--- src/rtl/psr_pkg.sv ---
// Shared types, codes and constants of the parameter slide ramp.
`default_nettype none

package psr_pkg;

    // Field and level widths.
    localparam int VALUE_WIDTH = 32;
    localparam int COUNT_WIDTH = 16;
    localparam int EXT_BITS    = 16;
    localparam int GOAL_W      = VALUE_WIDTH + EXT_BITS;
    localparam int LEVEL_W     = 64;
    localparam int HALF_W      = LEVEL_W / 2;
    localparam int PROD_W      = 2 * LEVEL_W;

    // Fixed-point logarithm layout.
    localparam int LOG_FRAC  = 24;
    localparam int POS_W     = 6;
    localparam int LOG_W     = POS_W + LOG_FRAC;
    localparam int LF_CNT_W  = 5;
    localparam int DIV_CNT_W = 6;
    localparam logic [HALF_W-1:0] LOG_BASE = HALF_W'(128) << LOG_FRAC;

    // Configuration port.
    localparam int PADDR_W = 3;
    localparam int PDATA_W = 32;
    localparam logic REG_MODE   = 1'b0;
    localparam logic REG_FRAMES = 1'b1;

    // Operation codes of an input beat.
    localparam logic [1:0] OP_STEP     = 2'd0;
    localparam logic [1:0] OP_START    = 2'd1;
    localparam logic [1:0] OP_RETARGET = 2'd2;
    localparam logic [1:0] OP_BREAK    = 2'd3;

    // Glide direction codes.
    localparam logic [1:0] DIR_IDLE = 2'd0;
    localparam logic [1:0] DIR_UP   = 2'd1;
    localparam logic [1:0] DIR_DOWN = 2'd2;

    typedef struct packed {
        logic [1:0]                    op;
        logic signed [VALUE_WIDTH-1:0] start_value;
        logic signed [VALUE_WIDTH-1:0] end_value;
    } psr_in_t;

    typedef struct packed {
        logic signed [VALUE_WIDTH-1:0] value;
        logic                          in_progress;
    } psr_out_t;

    // Datapath commands issued by the controller, one per cycle.
    typedef enum logic [4:0] {
        UOP_NONE,
        UOP_LATCH,
        UOP_BREAK,
        UOP_SHOW_GOAL,
        UOP_SET_GOAL,
        UOP_BEGIN,
        UOP_SNAP,
        UOP_DIV_LOAD_LIN,
        UOP_DIV_STEP,
        UOP_LIN_FIN,
        UOP_LOAD_S,
        UOP_NORM,
        UOP_LF_LOAD_X,
        UOP_SQ,
        UOP_LF_UPD,
        UOP_SAVE_LS,
        UOP_SAVE_LT,
        UOP_DIV_LOAD_LOG,
        UOP_OFF,
        UOP_MID,
        UOP_CMP,
        UOP_EXP_FIN,
        UOP_MUL_CLR,
        UOP_PP,
        UOP_ACC,
        UOP_STEP_LIN,
        UOP_STEP_EXP,
        UOP_EMIT
    } psr_uop_t;

    // Status returned by the datapath to the controller.
    typedef struct packed {
        logic [1:0] op;
        logic       idle;
        logic       amode;
        logic       snap;
        logic       norm_done;
        logic       k_last;
        logic       div_last;
        logic       srch_done;
        logic       pp_last;
    } psr_stat_t;

endpackage

`default_nettype wire

--- src/rtl/psr_ctrl.sv ---
// Sequencing state machine of the parameter slide ramp.
`default_nettype none

module psr_ctrl
    import psr_pkg::*;
(
    input  wire logic      clk,
    input  wire logic      rst_n,
    input  wire logic      cmd_valid,
    output logic           cmd_ready,
    output logic           res_valid,
    input  wire logic      res_ready,
    input  wire psr_stat_t stat,
    output psr_uop_t       uop
);

    typedef enum logic [4:0] {
        S_IDLE,
        S_DECODE,
        S_CHECK,
        S_NORM,
        S_SQ,
        S_UPD,
        S_LF_END,
        S_LDIV,
        S_DIV,
        S_DIV_END,
        S_SRCH,
        S_PP,
        S_ACC,
        S_STEP_EXP,
        S_EMIT
    } state_t;

    typedef enum logic [1:0] {
        PH_LOG_S,
        PH_LOG_T,
        PH_SRCH
    } phase_t;

    state_t state_reg, state_next;
    phase_t phase_reg, phase_next;
    logic   res_valid_reg, res_valid_next;

    // Next state and the command for this cycle.
    always_comb
    begin
        state_next = state_reg;
        phase_next = phase_reg;
        uop        = UOP_NONE;
        unique case (state_reg)
            S_IDLE:
            begin
                if (cmd_valid)
                begin
                    uop        = UOP_LATCH;
                    state_next = S_DECODE;
                end
            end
            S_DECODE:
            begin
                unique case (stat.op)
                    OP_BREAK:
                    begin
                        uop        = UOP_BREAK;
                        state_next = S_EMIT;
                    end
                    OP_STEP:
                    begin
                        if (stat.idle)
                        begin
                            uop        = UOP_SHOW_GOAL;
                            state_next = S_EMIT;
                        end
                        else if (stat.amode)
                        begin
                            uop        = UOP_MUL_CLR;
                            state_next = S_PP;
                        end
                        else
                        begin
                            uop        = UOP_STEP_LIN;
                            state_next = S_EMIT;
                        end
                    end
                    OP_RETARGET:
                    begin
                        if (stat.idle)
                        begin
                            uop        = UOP_SET_GOAL;
                            state_next = S_EMIT;
                        end
                        else
                        begin
                            uop        = UOP_BEGIN;
                            state_next = S_CHECK;
                        end
                    end
                    default:
                    begin
                        uop        = UOP_BEGIN;
                        state_next = S_CHECK;
                    end
                endcase
            end
            S_CHECK:
            begin
                if (stat.snap)
                begin
                    uop        = UOP_SNAP;
                    state_next = S_EMIT;
                end
                else if (stat.amode)
                begin
                    uop        = UOP_LOAD_S;
                    phase_next = PH_LOG_S;
                    state_next = S_NORM;
                end
                else
                begin
                    uop        = UOP_DIV_LOAD_LIN;
                    state_next = S_DIV;
                end
            end
            S_NORM:
            begin
                if (stat.norm_done)
                begin
                    uop        = UOP_LF_LOAD_X;
                    state_next = S_SQ;
                end
                else
                begin
                    uop = UOP_NORM;
                end
            end
            S_SQ:
            begin
                uop        = UOP_SQ;
                state_next = S_UPD;
            end
            S_UPD:
            begin
                uop        = UOP_LF_UPD;
                state_next = stat.k_last ? S_LF_END : S_SQ;
            end
            S_LF_END:
            begin
                unique case (phase_reg)
                    PH_LOG_S:
                    begin
                        uop        = UOP_SAVE_LS;
                        phase_next = PH_LOG_T;
                        state_next = S_NORM;
                    end
                    PH_LOG_T:
                    begin
                        uop        = UOP_SAVE_LT;
                        state_next = S_LDIV;
                    end
                    default:
                    begin
                        uop        = UOP_CMP;
                        state_next = S_SRCH;
                    end
                endcase
            end
            S_LDIV:
            begin
                uop        = UOP_DIV_LOAD_LOG;
                state_next = S_DIV;
            end
            S_DIV:
            begin
                uop = UOP_DIV_STEP;
                if (stat.div_last)
                begin
                    state_next = S_DIV_END;
                end
            end
            S_DIV_END:
            begin
                if (stat.amode)
                begin
                    uop        = UOP_OFF;
                    phase_next = PH_SRCH;
                    state_next = S_SRCH;
                end
                else
                begin
                    uop        = UOP_LIN_FIN;
                    state_next = S_EMIT;
                end
            end
            S_SRCH:
            begin
                if (stat.srch_done)
                begin
                    uop        = UOP_EXP_FIN;
                    state_next = S_EMIT;
                end
                else
                begin
                    uop        = UOP_MID;
                    state_next = S_SQ;
                end
            end
            S_PP:
            begin
                uop        = UOP_PP;
                state_next = S_ACC;
            end
            S_ACC:
            begin
                uop        = UOP_ACC;
                state_next = stat.pp_last ? S_STEP_EXP : S_PP;
            end
            S_STEP_EXP:
            begin
                uop        = UOP_STEP_EXP;
                state_next = S_EMIT;
            end
            S_EMIT:
            begin
                if (!res_valid_reg || res_ready)
                begin
                    uop        = UOP_EMIT;
                    state_next = S_IDLE;
                end
            end
            default:
            begin
                state_next = S_IDLE;
            end
        endcase
    end

    // The result beat stays valid until the receiver takes it.
    always_comb
    begin
        res_valid_next = (uop == UOP_EMIT) || (res_valid_reg && !res_ready);
    end

    // State and registered outputs.
    always_ff @(posedge clk or negedge rst_n)
    begin
        if (!rst_n)
        begin
            state_reg     <= S_IDLE;
            phase_reg     <= PH_LOG_S;
            res_valid_reg <= 1'b0;
        end
        else
        begin
            state_reg     <= state_next;
            phase_reg     <= phase_next;
            res_valid_reg <= res_valid_next;
        end
    end

    assign cmd_ready = (state_reg == S_IDLE);
    assign res_valid = res_valid_reg;

endmodule

`default_nettype wire

--- config.mk ---
export PLATFORM = sky130hd
export DESIGN_NAME = psr_ctrl
export DESIGN_NICKNAME = d
export VERILOG_FILES = /design/src/rtl/psr_pkg.sv /design/src/rtl/psr_ctrl.sv
export SDC_FILE = /design/constraint.sdc
export NUM_CORES = 1
export LEC_CHECK = 0
export BUFFER_PORTS_ARGS = -buffer_cell sky130_fd_sc_hd__buf_2
export CAP_MARGIN = 25
export CORE_ASPECT_RATIO = 2
export CORE_MARGIN = 3
export CORE_UTILIZATION = 36
export DETAILED_ROUTE_END_ITERATION = 10
export SYNTH_ARGS = -nofsm -noshare
export SYNTH_HDL_FRONTEND = slang
export SYNTH_SLANG_ARGS = --single-unit
--- constraint.sdc ---
create_clock -name clk -period 2.09 [get_ports clk]
set_input_delay 0.627 -clock clk [delete_from_list [all_inputs] [get_ports clk]]
set_output_delay 0.627 -clock clk [all_outputs]
set_load 0.01 [all_outputs]
==> flow_metrics.tcl, run 1 <==
set metrics [dict create \
    violations "negative setup slack" \
    crit_buf_inv 1 \
    rsz0062_at_grt "yes" \
    synthFlopType "dfrtp_1" \
    layout_setup_ws_ns -0.360 \
    clock-sinks 7 \
    grt_antenna_before_repair 0 \
    slowest_delay_ns 0.58 \
    drt-pass1-iter-count 4 \
    chipWidth_um 42.7 \
    synth-seq-cells 7 \
    r2r_cells 7 \
    route.vias.total 1239 \
    grt_pass1_wl_um 5540 \
    fin_setup_tns_ns -1.67 \
    period_share 1.17 \
    coreArea_um2 2570 \
    power_leakage_nw 0.607 \
    worstPathCellList "or4b_4, nor4_4, a32oi_1, o311ai_1, buf_2" \
    drv_slew 0 \
    syn_inst 134 \
    cp.arrival_ns 1.82 \
    grt_pass1_vias 1208 \
    cp.depth 5 \
    drc 0 \
    dp.final_hpwl_um 2680 \
    initial_core_util 0.378 \
    endpoint_kind "primary output" \
    syn_to_final_growth_pct 41.6 \
    diodes 0 \
    clock_latency_ns 0.23 \
    clk_path_buf_depth 2 \
    fmax_mhz 408 \
    hold_viol 0 \
    cp.required_ns 1.46 \
    layout.nets 194 \
    status "finished, violations left" \
    die_y_um 79.4 \
    drt-total-wl_um 3340 \
    avgRoutedWirePerCell_um 16.1 \
    yosysWarnings 0 \
    core.rowCount 26 \
    place.gp.congestion 0.867 \
    relSlewSlack 0.764 \
    fin_util 0.535 \
    vias_per_cell 5.99 \
    fin_crit_ns 2.45 \
    cts_tree "yes" \
    async_flop_share 1.00 \
    num_io_pins 21 \
    drv_cap 0 \
    ant_nets 0 \
    grt_max_degree 25 \
    track_usage 0.213 \
    critPathSlowestCell "or4b_4" \
    cp_top_family "simple AND/OR/NAND/NOR gates" \
    postSynthNetCount 148 \
    htreeDepth 1 \
    cts.root.buffer_cell "clkbuf_8" \
    portBuffers 20 \
    tightest_slew_ns 0.351 \
    syn_avg_cell_area_um2 7.25 \
    synth-edff-count 0 \
    fp.dieArea_um2 3390 \
    grt_overflow 0 \
    ys_types 50 \
    start_kind "register" \
    cts_buffers 3 \
    crit_fanout 3 \
    setup_violations 5 \
    synth_area_um2 971 \
    path_clk_slew_ns 0.04 \
    layout-drive-gt1-share 0.369 \
    first_iter_violations 44 \
    ys_seq_area_frac 0.180 \
    cts_hold_buf 0 \
    p_per_area_nw_per_um2 1510 \
    largest_reg_flops 4 \
    crit_type "register to primary output" \
    ir_drop_mv 0.763 \
    finalClockSkew_ns 0.00189 \
    min_path_type "primary input to asynchronous set/reset pin" \
]
[metrics by stage]
step                      setup slack (ns)  power (mW)  area [um^2]  instances  hold WS [ns]
final                               -0.360        2.08         1380        207         0.219
after global routing                -0.467        2.25         1380        207         0.229
after CTS                           -0.380        2.07         1370        207         0.224
after detailed placement            -0.284        1.80         1280        202         0.473
after global placement              -0.298        1.78         1280        202         0.466
after floorplan                     0.0205        1.22          971        134         0.331
[synth_stat cells, types with 2 or more instances]
| library cell | n | area [um^2] |
|---|---|---|
| a31oi_1 | 2 | 12.5 |
| inv_1 | 4 | 15.0 |
| o31ai_1 | 3 | 22.5 |
| nand2_1 | 9 | 33.8 |
| or3_1 | 3 | 18.8 |
| nand3_1 | 2 | 10.0 |
| a211o_1 | 2 | 17.5 |
| nor4_1 | 3 | 18.8 |
| a21o_1 | 3 | 22.5 |
| buf_2 | 8 | 40.0 |
| nor3_1 | 6 | 30.0 |
| dfrtp_1 | 7 | 175 |
| nor2b_1 | 5 | 31.3 |
| nor2_1 | 13 | 48.8 |
| or3b_2 | 2 | 17.5 |
| o21a_1 | 2 | 15.0 |
| o21ai_0 | 11 | 55.1 |
| a32oi_1 | 2 | 17.5 |
| nand2b_1 | 7 | 43.8 |
| a21oi_1 | 8 | 40.0 |
| o211ai_1 | 3 | 22.5 |
[metal layers]
layer  up-vias  GRT usage  part of all wire
met5         -          0                 0
met4         0      0.140             0.047
met3        13     0.0293             0.045
met2        50      0.363              0.53
met1       573      0.235              0.38
li1        603          -                 -
[worst reg2reg max path, stage by stage, from the launching register on]
cell,delay (ns)
dfrtp_1,0.38
buf_6,0.14
buf_4,0.16
nor2b_4,0.13
buf_4,0.13
a21o_1,0.17
a211o_1,0.33
a2111oi_2,0.37
[cell usage in the layout, fill, tap and decap left out, drive strengths merged, types with 3 or more instances in the layout]
cell type  instances
nor2              13
nor4               4
o211ai             3
buf               52
dfrtp              7
nor3               6
inv                4
nand2b             7
nor2b              6
o21ai             12
nand2              9
a21oi              8
o31ai              3
a21o               3
clkbuf             4
or3                3
[worst paths after layout]
check | from | endpoint | slack [ns]
worst min-delay path | rst_n | res_valid$_DFF_PN0_ | 0.22
worst max register to register | state_reg[0]$_DFFE_PN0P_ | state_reg[2]$_DFFE_PN0P_ | 0.18
worst min register to register | phase_reg[0]$_DFFE_PN0P_ | phase_reg[0]$_DFFE_PN0P_ | 0.58
max in group asynchronous | rst_n | state_reg[2]$_DFFE_PN0P_ | 1.71
min in group clk | phase_reg[0]$_DFFE_PN0P_ | phase_reg[0]$_DFFE_PN0P_ | 0.58
worst max-delay path | state_reg[3]$_DFFE_PN0P_ | uop[3] | -0.36
[power breakdown]
| part | total, mW | leakage (nW) | internal (mW) | switching (mW) |
|---|---|---|---|---|
| clock | 0.199 | 0.0228 | 0.133 | 0.0663 |
| sequential | 0.242 | 0.0874 | 0.201 | 0.0403 |
| combinational | 1.64 | 0.497 | 0.770 | 0.869 |
[timing repair]
item	CTS	global route
pin swaps	2	0
resized for setup	7	2
setup buffers	1	0
setup endpoints to repair	5	5
[cell families after synthesis]
logic type,Yosys count,synth area share
AO/OA/AOI/OAI,52,0.376
AND/OR/NAND/NOR,60,0.371
buffers and inverters,15,0.0722
flip-flops,7,0.180
[area by class of cell]
type,instances,area [um^2]
Inverter,4,15.0
Sequential cell,7,175
Multi-Input combinational cell,112,746
Fill cell,254,1190
Timing Repair Buffer,52,359
Clock buffer,4,45.0
Tap cell,28,35.0
Note: power is estimated with default switching activity, not from simulation.
==> inputs of run 2 (changes only) <==
--- a/config.mk
+++ b/config.mk
@@ -10,6 +10,7 @@
 export CORE_ASPECT_RATIO = 2
 export CORE_MARGIN = 3
 export CORE_UTILIZATION = 36
+export CTS_BUF_LIST = sky130_fd_sc_hd__clkbuf_8
 export DETAILED_ROUTE_END_ITERATION = 10
 export SYNTH_ARGS = -nofsm -noshare
 export SYNTH_HDL_FRONTEND = slang
==> run 2 against run 1 <==
  * The flow still finishes with violations (negative setup slack)
  * Final area did not move
  * Combinational power barely moved
  * Maximum frequency rose by 0.14%
  * Routed wire length fell by 0.33%
  * Total power fell by 0.30%
  * Non-clock buffer count did not move
  * Register-to-register slack barely moved
  * Die area did not move
  * Count of clock-buffer cells in the layout fell by 1
  * Sequential power barely moved
  * Sequential share of layout area did not move
  * Clock skew barely moved
  * Critical path type unchanged
  * Critical endpoint unchanged
==> flow_metrics.tcl, run 2 (synthesized netlist as in run 1, its figures left out) <==
set metrics [dict create \
    path_clk_slew_ns 0.04 \
    multiInputGateArea_um2 746 \
    cp_top_family "simple AND/OR/NAND/NOR gates" \
    cts_buffers 3 \
    fin_area_um2 1380 \
    syn_to_final_growth_pct 41.6 \
    clock_latency_ns 0.23 \
    crit_buf_inv 1 \
    fin_crit_ns 2.45 \
    grt_overflow 0 \
    reg2reg_slack_ns 0.17 \
    status "finished, violations left" \
    fin_setup_tns_ns -1.66 \
    drt-total-wl_um 3330 \
    critPathSlowestCell "or4b_4" \
    drv_cap 0 \
    grt_antenna_before_repair 0 \
    min_path_type "primary input to asynchronous set/reset pin" \
    crit_type "register to primary output" \
    die_y_um 79.4 \
    p_per_area_nw_per_um2 1510 \
    fmax_mhz 409 \
    cp.required_ns 1.46 \
    cts.root.buffer_cell "clkbuf_8" \
    setup_violations 5 \
    hold_viol 0 \
    layout_common_cells "27 x buf_4, 20 x buf_2, 13 x nor2_1, 11 x o21ai_0, 9 x nand2_1" \
    placed_area_um2 1280 \
    route.vias.total 1251 \
    layout-drive-gt1-share 0.369 \
    htreeDepth 1 \
    worstPathCellList "or4b_4, nor4_4, a32oi_1, o311ai_1, buf_2" \
    finalClockSkew_ns 0.00156 \
    relSlewSlack 0.767 \
    period_share 1.17 \
    crit_end "uop[3]" \
    drc 0 \
    clock-sinks 7 \
    reg2reg_from "state_reg[0]$_DFFE_PN0P_" \
    grt_max_degree 25 \
    clk_path_buf_depth 2 \
    cp.arrival_ns 1.82 \
    place.gp.congestion 0.867 \
    endpoint_kind "primary output" \
    reg2reg_to "state_reg[2]$_DFFE_PN0P_" \
    cts_hold_buf 0 \
    largest_reg_flops 4 \
    cp.depth 5 \
    place_ws_ns -0.284 \
    r2r_cells 7 \
    dp.final_hpwl_um 2680 \
    fp.dieArea_um2 3390 \
    layout.nets 194 \
    first_iter_violations 43 \
    start_kind "register" \
    grt_pass1_wl_um 5540 \
    ir_drop_mv 0.763 \
    drt-pass1-iter-count 4 \
    track_usage 0.213 \
    vias_per_cell 6.04 \
    rsz0062_at_grt "yes" \
    grt_pass1_vias 1208 \
    ant_nets 0 \
    seq_area_um2 175 \
    portBuffers 20 \
    num_io_pins 21 \
    tightest_slew_ns 0.347 \
    final_common_cell "buf_4" \
    chipWidth_um 42.7 \
    slowest_delay_ns 0.58 \
    cts_tree "yes" \
    whs_ns 0.219 \
    num-fill-cells 254 \
    power_leakage_nw 0.611 \
    diodes 0 \
    initial_core_util 0.378 \
    crit_start "state_reg[3]$_DFFE_PN0P_" \
    avgRoutedWirePerCell_um 16.1 \
    crit_fanout 3 \
    violations "negative setup slack" \
    drv_slew 0 \
    core.rowCount 26 \
    layout_setup_ws_ns -0.356 \
    coreArea_um2 2570 \
]
==> run 2: changes by cell type in the layout (fill, tap and decap cells not counted), sizes merged <==
cell and change:
clkbuf -1, inv +1
==> run 2: how the worst min path moves through the flow <==
stage,from,to,slack [ns],depth (start not counted)
2_1_floorplan,rst_n,phase_reg[0]$_DFFE_PN0P_,0.33,0
3_3_place_gp,rst_n,state_reg[3]$_DFFE_PN0P_,0.47,1
3_5_place_dp,rst_n,state_reg[3]$_DFFE_PN0P_,0.47,1
4_1_cts,rst_n,res_valid$_DFF_PN0_,0.22,1
5_1_grt,rst_n,res_valid$_DFF_PN0_,0.23,1
6_report,rst_n,res_valid$_DFF_PN0_,0.22,1
==> run 2: layer usage <==
metal	part of all wire	global-route usage	up-vias
met1	0.38	0.235	578
met2	0.53	0.363	58
met3	0.050	0.0293	13
met5	0	0	-
met4	0.047	0.140	0
li1	-	-	602
==> run 2: what timing repair did <==
item / 4_1_cts / 5_1_grt
resized for setup: 7 / 2
pin swaps: 2 / 0
gates cloned: 0 / 0
buffers inserted: 1 / 0
setup endpoints to repair: 5 / 5
==> run 2: through the flow <==
stage                     instances   util  power, mW
after floorplan                 134      -       1.22
final                           207  0.535       2.07
after detailed placement        202  0.500       1.80
after global routing            207  0.535       2.25
after global placement          202  0.500       1.78
after CTS                       207  0.532       2.06
==> run 2: power breakdown <==
group	total, mW	switching (mW)	internal (mW)
clock network	0.193	0.0659	0.128
logic	1.64	0.869	0.770
registers	0.241	0.0396	0.201
total	2.07	0.975	1.10
==> run 2: final cells by class <==
class	count	share of cell area
sequential	7	0.127
multi-input combinational	112	0.542
timing repair buffer	52	0.261
inverter	4	0.0109
clock buffer	3	0.0300
clock inverter	1	0.00273
tap	28	0.0255
